--- src/hw/rtl/dfs_pkg.sv ---
// ----------------------------------------------------------------------------
// dfs_pkg - shared types for the delimited field splitter
//
// Register indexes, policy flags, configuration record, result beats and the codes
// carried on the result channel.
// ----------------------------------------------------------------------------
package dfs_pkg;

   // Configuration register indexes
   localparam logic [2:0] REG_DELIM_CHARS = 3'd0;
   localparam logic [2:0] REG_DELIM_EN    = 3'd1;
   localparam logic [2:0] REG_TERM_CHARS  = 3'd2;
   localparam logic [2:0] REG_TERM_EN     = 3'd3;
   localparam logic [2:0] REG_MASK_CHARS  = 3'd4;
   localparam logic [2:0] REG_MASK_EN     = 3'd5;
   localparam logic [2:0] REG_REQ_FIELDS  = 3'd6;
   localparam logic [2:0] REG_POLICY      = 3'd7;

   localparam int CSR_INDEX_W = 3;
   localparam int CSR_DATA_W  = 32;

   // Policy flag bits
   localparam int POLICY_ENFORCE = 0;
   localparam int POLICY_DISCARD = 1;

   typedef enum logic [1:0] {
      KIND_DATA       = 2'd0,
      KIND_FIELD_END  = 2'd1,
      KIND_RECORD_END = 2'd2
   } kind_type;

   typedef enum logic [1:0] {
      STATUS_OK        = 2'd0,
      STATUS_EMPTY     = 2'd1,
      STATUS_MISSING   = 2'd2,
      STATUS_DISCARDED = 2'd3
   } status_type;

   typedef struct packed {
      logic [31:0] delim_chars;
      logic [3:0]  delim_en;
      logic [31:0] term_chars;
      logic [3:0]  term_en;
      logic [31:0] mask_chars;
      logic [3:0]  mask_en;
      logic [7:0]  req_fields;
      logic [1:0]  policy;
   } cfg_type;

   typedef struct packed {
      kind_type   kind;
      logic [7:0] out_byte;
      logic [7:0] field_index;
      status_type status;
      logic       last;
   } result_type;

   // Zero, one or two result beats produced by one input beat
   typedef struct packed {
      logic [1:0] count;
      result_type r0;
      result_type r1;
   } push_type;

endpackage

--- src/hw/rtl/delimited_field_splitter.sv ---
// ----------------------------------------------------------------------------
// delimited_field_splitter - byte stream to delimited records
//
// Splits a character stream into records of delimited fields and tags
// every kept byte with its field number.
// ----------------------------------------------------------------------------
// The block accepts one input beat per clock while the result queue has room.
// Each beat is registered, classified and turned into zero, one or two result
// beats that are written to the result queue, from which rsp_ is driven.
// The result port moves one beat per cycle, so a sustained run of delimiters
// or terminators that each close a record (field end plus record end) drains
// slower than the input; data and ordinary delimiters give one result beat
// each, masked bytes none. A four-entry result queue sets how far the input
// can run ahead of a stalled result port. The user must write configuration
// through the csr_ port only while no beat is in flight; the block does not
// enforce this. Configuration takes effect at once.
module delimited_field_splitter #(
   parameter int FifoDepth = 4
) (
   input  logic        clock,
   input  logic        reset,
   // input stream
   input  logic        req_tvalid,
   output logic        req_tready,
   input  logic [7:0]  req_tdata,   // [7:0] in_byte
   input  logic        req_tlast,   // stream_end
   // result stream
   output logic        rsp_tvalid,
   input  logic        rsp_tready,
   output logic [23:0] rsp_tdata,   // [7:0] out_byte, [15:8] field_index,
                                    // [17:16] status, [23:18] zero
   output logic [1:0]  rsp_tuser,   // [1:0] kind
   output logic        rsp_tlast,   // last
   // configuration writes
   input  logic                            csr_we,
   input  logic [dfs_pkg::CSR_INDEX_W-1:0] csr_index,
   input  logic [dfs_pkg::CSR_DATA_W-1:0]  csr_wdata
);

   dfs_pkg::cfg_type    cfg_ff;
   dfs_pkg::push_type   push;
   dfs_pkg::result_type out_beat;
   logic                room;

   // Configuration registers
   always_ff @(posedge clock) begin
      if (reset) begin
         cfg_ff.delim_chars <= 32'd44;
         cfg_ff.delim_en    <= 4'd1;
         cfg_ff.term_chars  <= 32'd10;
         cfg_ff.term_en     <= 4'd1;
         cfg_ff.mask_chars  <= 32'd13;
         cfg_ff.mask_en     <= 4'd0;
         cfg_ff.req_fields  <= 8'd1;
         cfg_ff.policy      <= 2'd0;
      end else if (csr_we) begin
         unique case (csr_index)
            dfs_pkg::REG_DELIM_CHARS: cfg_ff.delim_chars <= csr_wdata[31:0];
            dfs_pkg::REG_DELIM_EN:    cfg_ff.delim_en    <= csr_wdata[3:0];
            dfs_pkg::REG_TERM_CHARS:  cfg_ff.term_chars  <= csr_wdata[31:0];
            dfs_pkg::REG_TERM_EN:     cfg_ff.term_en     <= csr_wdata[3:0];
            dfs_pkg::REG_MASK_CHARS:  cfg_ff.mask_chars  <= csr_wdata[31:0];
            dfs_pkg::REG_MASK_EN:     cfg_ff.mask_en     <= csr_wdata[3:0];
            dfs_pkg::REG_REQ_FIELDS:  cfg_ff.req_fields  <= csr_wdata[7:0];
            dfs_pkg::REG_POLICY:      cfg_ff.policy      <= csr_wdata[1:0];
            default: ;
         endcase
      end
   end

   dfs_record_engine u_engine (
      .clock    (clock),
      .reset    (reset),
      .cfg      (cfg_ff),
      .in_valid (req_tvalid),
      .in_ready (req_tready),
      .in_byte  (req_tdata),
      .in_end   (req_tlast),
      .room     (room),
      .push     (push)
   );

   dfs_result_fifo #(
      .Depth (FifoDepth)
   ) u_fifo (
      .clock     (clock),
      .reset     (reset),
      .push      (push),
      .room      (room),
      .out_valid (rsp_tvalid),
      .out_ready (rsp_tready),
      .out_beat  (out_beat)
   );

   // Pack the result beat
   assign rsp_tdata = {6'd0, out_beat.status, out_beat.field_index, out_beat.out_byte};
   assign rsp_tuser = out_beat.kind;
   assign rsp_tlast = out_beat.last;

endmodule

--- src/hw/rtl/dfs_classifier.sv ---
// ----------------------------------------------------------------------------
// dfs_classifier - character class match
//
// Compares one byte against four packed character slots in parallel and
// reports a hit on any enabled slot.
// ----------------------------------------------------------------------------
module dfs_classifier (
   input  logic [7:0]  in_byte,
   input  logic [31:0] chars,
   input  logic [3:0]  enable,
   output logic        hit
);

   logic [3:0] slot_hit;

   // Compare every slot at once
   always_comb begin
      for (int i = 0; i < 4; i++) begin
         slot_hit[i] = enable[i] && (chars[8*i +: 8] == in_byte);
      end
   end

   assign hit = |slot_hit;

endmodule

--- src/hw/rtl/dfs_result_fifo.sv ---
// ----------------------------------------------------------------------------
// dfs_result_fifo - result beat queue
//
// Small flop queue that takes up to two result beats per cycle while it signals
// room and hands one beat per cycle to the result channel while it is ready.
// ----------------------------------------------------------------------------
module dfs_result_fifo #(
   parameter int Depth = 4
) (
   input  logic                clock,
   input  logic                reset,
   input  dfs_pkg::push_type   push,
   output logic                room,
   output logic                out_valid,
   input  logic                out_ready,
   output dfs_pkg::result_type out_beat
);

   localparam int PtrW   = (Depth > 1) ? $clog2(Depth) : 1;
   localparam int CountW = $clog2(Depth + 1);

   dfs_pkg::result_type mem_ff [Depth];
   logic [PtrW-1:0]     wr_ptr_ff, wr_ptr_in, wr_next;
   logic [PtrW-1:0]     rd_ptr_ff, rd_ptr_in;
   logic [CountW-1:0]   count_ff, count_in;
   logic                pop;

   function automatic logic [PtrW-1:0] ptr_inc(input logic [PtrW-1:0] p);
      ptr_inc = (p == PtrW'(Depth - 1)) ? '0 : p + PtrW'(1);
   endfunction

   assign pop       = out_valid && out_ready;
   assign out_valid = (count_ff != '0);
   assign out_beat  = mem_ff[rd_ptr_ff];
   assign room      = (count_ff <= CountW'(Depth - 2));
   assign wr_next   = ptr_inc(wr_ptr_ff);

   // Advance pointers and fill level
   always_comb begin
      wr_ptr_in = wr_ptr_ff;
      if (push.count == 2'd1) begin
         wr_ptr_in = wr_next;
      end else if (push.count == 2'd2) begin
         wr_ptr_in = ptr_inc(wr_next);
      end
      rd_ptr_in = pop ? ptr_inc(rd_ptr_ff) : rd_ptr_ff;
      count_in  = count_ff + CountW'(push.count) - CountW'(pop);
   end

   always_ff @(posedge clock) begin
      if (reset) begin
         wr_ptr_ff <= '0;
         rd_ptr_ff <= '0;
         count_ff  <= '0;
      end else begin
         wr_ptr_ff <= wr_ptr_in;
         rd_ptr_ff <= rd_ptr_in;
         count_ff  <= count_in;
      end
   end

   // Store incoming beats
   always_ff @(posedge clock) begin
      if (push.count != 2'd0) begin
         mem_ff[wr_ptr_ff] <= push.r0;
      end
      if (push.count == 2'd2) begin
         mem_ff[wr_next] <= push.r1;
      end
   end

   a_no_overflow: assert property (@(posedge clock) disable iff (reset)
      (push.count != 2'd0) |-> (count_ff <= CountW'(Depth - 2)))
      else $error("result queue written without room");

   a_level: assert property (@(posedge clock) disable iff (reset)
      (count_ff <= CountW'(Depth)))
      else $error("result queue level out of range");

endmodule

--- src/hw/rtl/dfs_record_engine.sv ---
// ----------------------------------------------------------------------------
// dfs_record_engine - field and record tracking
//
// Registers the incoming beat, classifies it and, in the same cycle, forms
// the result beats and updates the field and record state.
// ----------------------------------------------------------------------------
module dfs_record_engine (
   input  logic              clock,
   input  logic              reset,
   input  dfs_pkg::cfg_type  cfg,
   input  logic              in_valid,
   output logic              in_ready,
   input  logic [7:0]        in_byte,
   input  logic              in_end,
   input  logic              room,
   output dfs_pkg::push_type push
);

   logic       in_valid_ff;
   logic [7:0] in_byte_ff;
   logic       in_end_ff;
   logic       has_data_ff, has_data_in;
   logic [7:0] count_ff, count_in;
   logic       advance;
   logic       term_hit, delim_hit, mask_hit;
   logic [7:0] req_eff;
   logic [7:0] count_inc;
   dfs_pkg::push_type  push_calc;
   dfs_pkg::result_type r0, r1;
   logic [1:0]         n_res;
   logic               clear;

   assign advance  = in_valid_ff && room;
   assign in_ready = !in_valid_ff || room;

   // Input register
   always_ff @(posedge clock) begin
      if (reset) begin
         in_valid_ff <= 1'b0;
      end else if (in_ready) begin
         in_valid_ff <= in_valid;
      end
   end

   always_ff @(posedge clock) begin
      if (in_ready && in_valid) begin
         in_byte_ff <= in_byte;
         in_end_ff  <= in_end;
      end
   end

   // Classify the held byte
   dfs_classifier u_term (
      .in_byte (in_byte_ff),
      .chars   (cfg.term_chars),
      .enable  (cfg.term_en),
      .hit     (term_hit)
   );

   dfs_classifier u_delim (
      .in_byte (in_byte_ff),
      .chars   (cfg.delim_chars),
      .enable  (cfg.delim_en),
      .hit     (delim_hit)
   );

   dfs_classifier u_mask (
      .in_byte (in_byte_ff),
      .chars   (cfg.mask_chars),
      .enable  (cfg.mask_en),
      .hit     (mask_hit)
   );

   assign req_eff   = (cfg.req_fields == 8'd0) ? 8'd1 : cfg.req_fields;
   assign count_inc = (count_ff == 8'hFF) ? count_ff : count_ff + 8'd1;

   // Form result beats and next record state
   always_comb begin
      r0          = '{dfs_pkg::KIND_DATA, 8'd0, 8'd0, dfs_pkg::STATUS_OK, 1'b0};
      r1          = r0;
      n_res       = 2'd0;
      clear       = 1'b0;
      has_data_in = has_data_ff;
      count_in    = count_ff;
      if (in_end_ff || term_hit) begin
         clear = 1'b1;
         if (count_ff < req_eff) begin
            if (!has_data_ff) begin
               r0.kind        = dfs_pkg::KIND_RECORD_END;
               r0.field_index = count_inc;
               r0.status      = dfs_pkg::STATUS_EMPTY;
               n_res          = 2'd1;
            end else begin
               r0.kind        = dfs_pkg::KIND_FIELD_END;
               r0.field_index = count_inc;
               r1.kind        = dfs_pkg::KIND_RECORD_END;
               r1.field_index = count_inc;
               if (count_inc == req_eff) begin
                  r1.status = dfs_pkg::STATUS_OK;
               end else if (cfg.policy[dfs_pkg::POLICY_ENFORCE]) begin
                  r1.status = dfs_pkg::STATUS_MISSING;
               end else if (cfg.policy[dfs_pkg::POLICY_DISCARD]) begin
                  r1.status = dfs_pkg::STATUS_DISCARDED;
               end else begin
                  r1.status = dfs_pkg::STATUS_OK;
               end
               n_res = 2'd2;
            end
         end else begin
            // count already reached: drop the open field
            r0.kind        = dfs_pkg::KIND_RECORD_END;
            r0.field_index = count_ff;
            n_res          = 2'd1;
         end
      end else if (delim_hit) begin
         if (!has_data_ff) begin
            r0.kind        = dfs_pkg::KIND_RECORD_END;
            r0.field_index = count_inc;
            r0.status      = dfs_pkg::STATUS_EMPTY;
            n_res          = 2'd1;
            clear          = 1'b1;
         end else begin
            r0.kind        = dfs_pkg::KIND_FIELD_END;
            r0.field_index = count_inc;
            if (count_inc >= req_eff) begin
               r1.kind        = dfs_pkg::KIND_RECORD_END;
               r1.field_index = count_inc;
               n_res          = 2'd2;
               clear          = 1'b1;
            end else begin
               n_res       = 2'd1;
               count_in    = count_inc;
               has_data_in = 1'b0;
            end
         end
      end else if (!mask_hit) begin
         r0.kind        = dfs_pkg::KIND_DATA;
         r0.out_byte    = in_byte_ff;
         r0.field_index = count_ff + 8'd1;
         n_res          = 2'd1;
         has_data_in    = 1'b1;
      end
      if (clear) begin
         has_data_in = 1'b0;
         count_in    = 8'd0;
      end
      // Mark the final beat of this input
      if (n_res == 2'd2) begin
         r1.last = 1'b1;
      end else begin
         r0.last = 1'b1;
      end
      push_calc.count = advance ? n_res : 2'd0;
      push_calc.r0    = r0;
      push_calc.r1    = r1;
   end

   assign push = push_calc;

   // Record state
   always_ff @(posedge clock) begin
      if (reset) begin
         has_data_ff <= 1'b0;
         count_ff    <= 8'd0;
      end else if (advance) begin
         has_data_ff <= has_data_in;
         count_ff    <= count_in;
      end
   end

   a_record_end_clears: assert property (@(posedge clock) disable iff (reset)
      (advance && clear) |=> (count_ff == 8'd0 && !has_data_ff))
      else $error("record end left state behind");

   a_two_beats_shape: assert property (@(posedge clock) disable iff (reset)
      (push.count == 2'd2) |->
         (push.r0.kind == dfs_pkg::KIND_FIELD_END && !push.r0.last &&
          push.r1.kind == dfs_pkg::KIND_RECORD_END && push.r1.last))
      else $error("two-beat result not a field end followed by record end");

endmodule
--- config.mk ---
export PLATFORM = sky130hd
export DESIGN_NAME = delimited_field_splitter
export DESIGN_NICKNAME = d
export VERILOG_FILES = /design/src/hw/rtl/dfs_pkg.sv /design/src/hw/rtl/delimited_field_splitter.sv /design/src/hw/rtl/dfs_classifier.sv /design/src/hw/rtl/dfs_result_fifo.sv /design/src/hw/rtl/dfs_record_engine.sv
export SDC_FILE = /design/constraint.sdc
export NUM_CORES = 1
export LEC_CHECK = 0
export BUFFER_PORTS_ARGS = -buffer_cell sky130_fd_sc_hd__buf_2
export CORE_MARGIN = 2
export CORE_UTILIZATION = 55
export DETAILED_ROUTE_END_ITERATION = 7
export PLACE_DENSITY_LB_ADDON = 0.3
export SYNTH_ARGS = -nofsm -noshare
export SYNTH_HDL_FRONTEND = slang
export SYNTH_SLANG_ARGS = --single-unit
--- constraint.sdc ---
create_clock -name clock -period 6.1 [get_ports clock]
set_input_delay 0.305 -clock clock [delete_from_list [all_inputs] [get_ports clock]]
set_output_delay 0.305 -clock clock [all_outputs]
set_load 0.01 [all_outputs]
# Word-level counts from Yosys, hierarchy flattened
# Memories as Yosys holds them, arrays and structs flattened. A register that Yosys moved wholly into a read port is not among the register bits.
# Cells that the tools add are included.
[totals]
ramBits = 84
ff_bits = 144
output_inout_bits = 29
mem_count = 1
wordCells = 160
[op_classes]
add_sub_neg = 6
order_cmp = 3
muxes = 66
eq_ne = 30
n_reduce_logical = 38
[memory_table]
columns = ["memory", "depth", "word_bits", "rd", "rd_clocked_by_memory_dff", "wr", "line", "rtl"]
rows = [
  ["u_fifo.mem_ff", 4, 21, 1, 1, 2, "dfs_result_fifo.sv:22", "dfs_pkg::result_type mem_ff [Depth];"],
]
[op_table]
columns = ["op", "n"]
rows = [
  ["two-way mux 8 bit", 15],
  ["== test 8 bit", 13],
  ["two-way mux 2 bit", 29],
  ["two-way mux 10 bit", 3],
  ["two-way mux 1 bit", 18],
  ["two-way mux 16 bit", 1],
  ["AND reduction 2 bit", 8],
  ["logical AND 1 bit", 15],
  ["== test 3 bit, second input constant", 4],
  ["OR reduction 4 bit", 3],
  ["== test 2 bit, second input constant", 5],
  ["adder 8 x 1 -> 8 bit, second input constant", 1],
  ["== test 8 bit, second input constant", 1],
  [">= comparator 8 bit", 1],
  ["zero test 8 bit", 1],
  ["less-than comparator 8 bit", 1],
  ["nonzero test 2 bit", 4],
  ["adder 2 x 1 -> 2 bit, second input constant", 3],
  ["== test 3 x 2 -> 1 bit, second input constant", 2],
  ["AND reduction 5 bit", 1],
  ["!= test 2 x 1 -> 1 bit, second input constant", 2],
  ["adder 3 x 2 -> 3 bit", 1],
  ["== test 3 x 1 -> 1 bit, second input constant", 1],
  ["<= comparator 3 x 2 -> 1 bit, second input constant", 1],
  ["other kinds (8)", 9],
]

# Logic depth before layout (Yosys ltp)
# Gate-level depths: netlist of the first run.
[depth]
ltp_word = 11
ltp_mapped = 25

# Modules after synthesis
# From an unflattened synthesis of the first run, not the netlist that was laid out.
[hier_totals]
cells_unflattened = 1081
hier_area_um2 = 12411.9
[modules_own_cells]
columns = ["module", "area_each_um2", "cells_per_inst", "seq_area_each_um2", "n_inst"]
rows = [
  ["delimited_field_splitter", 4807.1, 443, 2362.3, 1],
  ["dfs_result_fifo", 4660.7, 271, 2702.6, 1],
  ["dfs_record_engine", 1874.3, 232, 470.5, 1],
  ["dfs_classifier", 356.6, 45, 0.0, 3],
]

# Worst setup path before layout of the first run
# OpenSTA, ideal clock, no wires.
[synth_timing]
path_kind = "register to register"
start = "register u_engine.count_ff[1]"
end = "memory u_fifo.mem_ff[2][10] in the netlist's numbering (data pin)"
t_arrival_ns = 4.938
n_path_buf = 3
setup_slack_ns = 0.892
period_less_slack_ns = 5.208
path_stages_with_launch = 24
setup_ns = 0.270
cell_sequence = "dfxtp_1 > ha_1 > and3_1 > and3_1 > nand3_1 > buf_2 > xnor2_1 > ha_1 > nand2b_1 > a21o_1 > a211o_1 > a221o_1 > and2_1 > a2bb2oi_4 > nand4_1 > ha_1 > clkbuf_1 > nand2_1 > and2_1 > clkbuf_1 > inv_1 > o21ai_0 > a31o_2 > a31oi_1"
[synth_rtl]
columns = ["item", "line", "rtl"]
rows = [
  ["start: declaration", "dfs_record_engine.sv:23", "logic [7:0] count_ff, count_in;"],
  ["start signal: assignment", "dfs_record_engine.sv:167", "count_ff <= count_in;"],
  ["end: declaration", "dfs_result_fifo.sv:22", ""],
]

==> results of run 1 <==
## power by group through the flow
stage	clock, mW	combinational (mW)	sequential (mW)
after floorplan	0	0.526	1.78
after global placement	0	0.672	1.83
after detailed placement	0	0.689	1.83
after CTS	1.58	0.699	1.80
after global routing	1.64	0.760	1.82
final	1.56	0.693	1.81
## worst register-to-register path, stage by stage (launching register included)
cell and delay (ps):
dfxtp_1 530, ha_1 240, and3_1 210, and3_1 230, nand3_1 130, buf_4 210
mux2i_1 200, inv_1 70, ha_1 290, a21o_1 170, a211o_1 290, a221o_1 410
and2_1 230, a2bb2oi_4 300, nand4_1 250, ha_1 380, a21oi_1 670, inv_1 480
## per-layer routing
| metal | global-route usage | wire [um] | vias up |
|---|---|---|---|
| met5 | 0 | 0 | - |
| met4 | 0.0668 | 542 | 0 |
| met3 | 0.0363 | 1610 | 41 |
| met2 | 0.436 | 13500 | 285 |
| met1 | 0.343 | 12200 | 4201 |
| li1 | - | - | 4267 |
## worst paths after layout
check,cells after the start,to,from
worst min-delay path,3,cfg_ff[99],csr_wdata[13]
worst min register to register,2,cfg_ff[3],cfg_ff[3]
worst max-delay path,17,u_fifo.mem_ff[0][5],u_engine.count_ff[0]
worst max register to register,17,u_fifo.mem_ff[0][5],u_engine.count_ff[0]
## through the flow
step,power (mW),cell area (um2)
4_1_cts,4.09,12700
2_1_floorplan,2.31,11300
6_report,4.06,12700
3_3_place_gp,2.50,11700
3_5_place_dp,2.52,11700
5_1_grt,4.22,12700
## cell type report
class	count	area, um2
multi-input combinational	849	5560
inverter	34	128
fill	1663	7470
timing repair buffer	104	628
sequential	230	5170
clock inverter	7	116
antenna	2	5.00
clock buffer	37	742
tap	270	338
## cells in the final DEF (no fill, tap or decap), types with 5 or more instances in the layout
cell type and n:
edfxtp_1 57, and3_1 6, buf_4 25, mux4_2 21
mux2i_1 15, nand2_1 248, nor2_2 5, buf_2 70
nand3_1 17, a211oi_1 5, dlygate4sd3_1 9, dfxtp_1 173
a21o_1 8, or3_1 5, clkbuf_8 5, clkbuf_16 26
nor4_1 7, nor3_1 17, nor2_1 38, nand2b_1 10
inv_1 34, o22ai_1 15, nor2b_1 8, ha_1 29
a21oi_1 112, conb_1 6, xor2_1 44, clkbuf_1 6
and2_1 16, nand4_1 20, xnor2_1 59, o32ai_1 7
a22o_1 33, o21ai_0 24, nand3b_1 10
## synthesized netlist by cell type (9+ instances only)
master and n:
nor3_1 19, nand3b_1 10, o22ai_1 15, nand2b_1 10, and2_1 16, buf_6 14
dfxtp_1 173, ha_1 29, mux4_2 21, nand4_1 20, clkbuf_1 52, a22o_1 33
nand3_1 17, buf_4 9, xnor2_1 59, inv_1 34, o21ai_0 24, a21oi_1 112
nand2_1 248, nor2_1 39, edfxtp_1 57, xor2_1 44, mux2i_1 15
## flip-flops by register name (all words and copies together), names as in the netlist, named ones only
register / flops
u_engine.count_ff: 8
u_engine.in_byte_ff: 8
cfg_ff: 118
u_fifo.mem_ff: 84
u_engine.in_valid_ff: 1
u_fifo.count_ff: 3
u_engine.in_end_ff: 1
u_engine.has_data_ff: 1
u_fifo.rd_ptr_ff: 2
u_fifo.wr_ptr_ff: 2
## cells by family (layout without fill, tap and decap cells)
family | count (synthesis) | count (layout) | synth area share
mux | 37 | 37 | 0.0562
fa+ha+maj | 30 | 30 | 0.0339
flops | 230 | 230 | 0.458
simple gates | 420 | 420 | 0.170
xor+xnor | 103 | 103 | 0.0799
other cells | 1 | 8 | 0.000332
buf+inv | 117 | 182 | 0.0516
compound gates | 253 | 253 | 0.150
==> flow_metrics.env, run 1 <==
export IMPL_p_seq_frac=0.444
export IMPL_avgSynthCellArea_um2=9.48
export IMPL_p_int_mw=3.00
export IMPL_synth_edff_count=57
export IMPL_grt_start_max_net_pins=87
export IMPL_crit_top_cell="ha_1"
export IMPL_place_congestion=0.939
export IMPL_worst_pin_slew_ps=1210
export IMPL_cp_slowest_stage_delay_ps=670
export IMPL_drc=0
export IMPL_final_cell_count_no_fill=1533
export IMPL_drtAntennaViolNets=0
export IMPL_power_frac_comb=0.171
export IMPL_core_area_um2=20200
export IMPL_yosysTopAreaCellShare=0.307
export IMPL_powerDensity_nw_per_um2=320
export IMPL_ios=78
export IMPL_cts_sinks=230
export IMPL_end_kind="register"
export IMPL_start_util=0.560
export IMPL_grt_pass1_wl_mm=44.6
export IMPL_ctsResizeCount=0
export IMPL_final_setup_viol_count=0
export IMPL_power_share_switching=0.261
export IMPL_rrSetupSlack_ps=450
export IMPL_skew_ps=10.9
export IMPL_grt_antenna_before_repair=1
export IMPL_whs_ps=39.3
export IMPL_criticalPathCategory="reg -> reg"
export IMPL_critPathTopFamily="compound AO/OA/AOI/OAI gates"
export IMPL_cpMaxStageDelayCell="a21oi_1"
export IMPL_synthesis_area_um2=11300
export IMPL_drv_cap=0
export IMPL_htreeDepth=1
export IMPL_grt_overflow_total=0
export IMPL_cts_buffers_inserted=25
export IMPL_syn2layout_area_growth_pct=12.4
export IMPL_drive_gt1_frac=0.144
export IMPL_cts_root_buffer="clkbuf_16"
export IMPL_drt_initial_drc_count=598
export IMPL_rsz0062_at_grt="false"
export IMPL_fin_tns_setup_ps=0
export IMPL_timing_final_hold_violations=0
export IMPL_post_drt_wl_per_cell_um=18.2
export IMPL_synth_cell_type_count=71
export IMPL_yosysTopAreaCell="dfxtp_1"
export IMPL_viasPerCell=5.74
export IMPL_crit_arrival_ps=5800
export IMPL_synthArstFlopShare=0
export IMPL_crit_chain="ha_1 > and3_1 > and3_1 > nand3_1 > buf_4 > mux2i_1 > inv_1 > ha_1 > a21o_1 > a211o_1 > a221o_1 > and2_1 > a2bb2oi_4 > nand4_1 > ha_1 > a21oi_1 > inv_1"
export IMPL_synthTopCellsByArea="dfxtp_1 (31%), edfxtp_1 (15%), nand2_1 (8.2%), a21oi_1 (5.0%), xnor2_1 (4.6%)"
export IMPL_rows=52
export IMPL_required_ps=6250
export IMPL_synthFlopType="dfxtp_1"
export IMPL_p_sw_mw=1.06
export IMPL_critPathLaunchType="register"
export IMPL_hold_buffers=9
export IMPL_vias=8794
export IMPL_cellLeakagePower_nw=4.74
export IMPL_synthCells=1191
export IMPL_grt_pass1_vias=8418
export IMPL_track_usage=0.255
export IMPL_ir_worst_vdd_mv=0.252
export IMPL_seq_area_frac_synth=0.458
export IMPL_io_buffers=71
export IMPL_die_h_um=147
export IMPL_period_share=0.926
export IMPL_place_inst=1478
export IMPL_final_util=0.629
export IMPL_firstDrtPassIters=6
export IMPL_dieArea_um2=21700
export IMPL_place_ws_ps=477
export IMPL_layout_nets=1323
export IMPL_drt_wl_total_mm=27.9
export IMPL_fin_ws_ps=454
export IMPL_hpwlAfterDp_mm=19.4
export IMPL_max_clock_path_buffers=3
export IMPL_final_min_clock_period_ps=5650
export IMPL_outcome="completed"
export IMPL_clock_latency_ps=520
export IMPL_yosys_warnings=0
export IMPL_synth_seq_cells=230
export IMPL_min_path_type="in -> reg"
export IMPL_drv_slew=0
export IMPL_crit_path_max_fanout=12
export IMPL_path_buf_inv=3
export IMPL_max_freq_ghz=0.177
export IMPL_p_clk_frac=0.385
export IMPL_path_clk_slew_ps=60
export IMPL_postCtsSetupRepairBufs=0
export IMPL_die_w_um=147
export IMPL_cts_tree="yes"
export IMPL_slew_headroom=0.192
Power figures use the tool's default switching activity.
==> run 2, diff against run 1 <==
PLACE_DENSITY = 0.74   (was not set)
PLACE_DENSITY_LB_ADDON = not set   (was 0.3)
clock period = 5.85 ns   (was 6.1 ns; I/O delays follow)
==> flow_metrics.env, run 2 (synthesis results as in run 1) <==
export IMPL_final_util=0.632
export IMPL_p_seq_frac=0.443
export IMPL_rr_worst_depth=19
export IMPL_final_cell_count_no_fill=1536
export IMPL_reg_largest_list="cfg_ff: 118 flops, u_fifo.mem_ff: 84 flops"
export IMPL_cts_sinks=230
export IMPL_powerDensity_nw_per_um2=334
export IMPL_cellLeakagePower_nw=4.77
export IMPL_grt_overflow_total=0
export IMPL_power_share_switching=0.262
export IMPL_p_int_mw=3.14
export IMPL_drt_initial_drc_count=607
export IMPL_layout_commonest_cell="nand2_1"
export IMPL_hold_path_startpoint="csr_wdata[21]"
export IMPL_rows=52
export IMPL_finalInstanceArea_um2=12700
export IMPL_fin_ws_ps=465
export IMPL_post_drt_wl_per_cell_um=18.3
export IMPL_cts_buffers_inserted=24
export IMPL_worst_pin_slew_ps=1100
export IMPL_io_buffers=71
export IMPL_mostFrequentLayoutCells="nand2_1 (248), dfxtp_1 (173), a21oi_1 (111)"
export IMPL_ir_worst_vdd_mv=0.288
export IMPL_placed_cell_area_um2=11800
export IMPL_grt_pass1_wl_mm=45.3
export IMPL_place_ws_ps=255
export IMPL_layout_nets=1327
export IMPL_critPathLaunchType="register"
export IMPL_p_total_mw=4.25
export IMPL_die_h_um=147
export IMPL_holdPathEnd="cfg_ff[71]"
export IMPL_clock_latency_ps=520
export IMPL_period_share=0.921
export IMPL_place_inst=1480
export IMPL_required_ps=6310
export IMPL_antenna_cells=0
export IMPL_drc=0
export IMPL_start_util=0.560
export IMPL_grt_start_max_net_pins=81
export IMPL_slew_headroom=0.267
export IMPL_timing_final_hold_violations=0
export IMPL_grt_pass1_vias=8470
export IMPL_p_clk_frac=0.388
export IMPL_drt_wl_total_mm=28.0
export IMPL_htreeDepth=1
export IMPL_drv_cap=0
export IMPL_largest_reg_flops=118
export IMPL_max_freq_ghz=0.186
export IMPL_crit_arrival_ps=5840
export IMPL_die_w_um=147
export IMPL_final_setup_viol_count=0
export IMPL_final_min_clock_period_ps=5390
export IMPL_firstDrtPassIters=5
export IMPL_track_usage=0.260
export IMPL_ios=78
export IMPL_cts_root_buffer="clkbuf_16"
export IMPL_end_kind="register"
export IMPL_dieArea_um2=21700
export IMPL_r2r_end="u_fifo.mem_ff[1][13]"
export IMPL_viasPerCell=5.79
export IMPL_p_sw_mw=1.11
export IMPL_whs_ps=32.3
export IMPL_vias=8890
export IMPL_place_congestion=0.916
export IMPL_drive_gt1_frac=0.151
export IMPL_path_clk_slew_ps=60
export IMPL_cts_tree="yes"
export IMPL_crit_path_max_fanout=11
export IMPL_syn2layout_area_growth_pct=12.9
export IMPL_whs_path_depth=3
export IMPL_fin_tns_setup_ps=0
export IMPL_hpwlAfterDp_mm=19.6
export IMPL_rrSetupSlack_ps=460
export IMPL_criticalPathCategory="reg -> reg"
export IMPL_power_frac_comb=0.169
export IMPL_grt_antenna_before_repair=1
export IMPL_skew_ps=13.6
export IMPL_outcome="completed"
export IMPL_reg2reg_from="u_engine.count_ff[0]"
export IMPL_core_area_um2=20200
export IMPL_drtAntennaViolNets=0
export IMPL_drv_slew=0
export IMPL_max_clock_path_buffers=3
export IMPL_min_path_type="in -> reg"
export IMPL_rsz0062_at_grt="false"
export IMPL_largest_register="cfg_ff"
[run 2: changes by cell type in the layout (fill, tap and decap cells not counted), sizes merged]
cell    delta
clkbuf     -7
clkinv     +6
buf        +5
diode      -2
bufinv     +1
[run 2: repair_timing]
action / CTS / global route
hold endpoints to repair: 9 / 0
hold buffers: 9 / 0
gates resized for setup: 0 / 2
setup buffers: 0 / 3
setup endpoints to repair: 0 / 13
[run 2: power by group through the flow]
stage	Combinational (mW)	Clock [mW]	Sequential [mW]
final	0.719	1.65	1.88
after global routing	0.788	1.73	1.90
after CTS	0.722	1.66	1.88
after detailed placement	0.713	0	1.91
after global placement	0.695	0	1.91
after floorplan	0.548	0	1.86
[run 2: how the worst max path moves through the flow]
stage                                      end  depth (start not counted)                  from
after detailed placement   u_fifo.mem_ff[0][6]                         17  u_engine.count_ff[0]
after floorplan           u_fifo.mem_ff[2][10]                         23  u_engine.count_ff[1]
final                     u_fifo.mem_ff[1][13]                         19  u_engine.count_ff[0]
after global routing      u_fifo.mem_ff[3][18]                         19  u_engine.count_ff[0]
after CTS                  u_fifo.mem_ff[0][9]                         17  u_engine.count_ff[0]
after global placement     u_fifo.mem_ff[0][4]                         17  u_engine.count_ff[0]
[run 2: cell type report]
type / instances / area [um2]
Clock buffer: 30 / 686
Clock inverter: 14 / 178
Fill cell: 1667 / 7430
Inverter: 34 / 128
Multi-Input combinational cell: 849 / 5570
Sequential cell: 230 / 5170
Tap cell: 270 / 338
Timing Repair Buffer: 109 / 666
[run 2: per-layer routing]
| metal | up-vias | global-route usage | wire length, um |
|---|---|---|---|
| met2 | 337 | 0.431 | 13200 |
| li1 | 4270 | - | - |
| met4 | 2 | 0.0707 | 641 |
| met5 | - | 0 | 11 |
| met3 | 56 | 0.0379 | 1810 |
| met1 | 4225 | 0.357 | 12300 |
[run 2: critical path, stage by stage (launching register included)]
cell       delay (ps)
dfxtp_1           530
ha_1              250
and3_1            220
and3_1            230
nand3_1           130
buf_4             210
mux2i_1           200
inv_1              70
ha_1              300
a21o_1            160
a211o_1           290
a221o_1           420
and2_1            230
a2bb2oi_4         290
nand4_1           230
ha_1              370
nand2_1           230
nand2_1           340
nor2_2            420
a22o_1            190
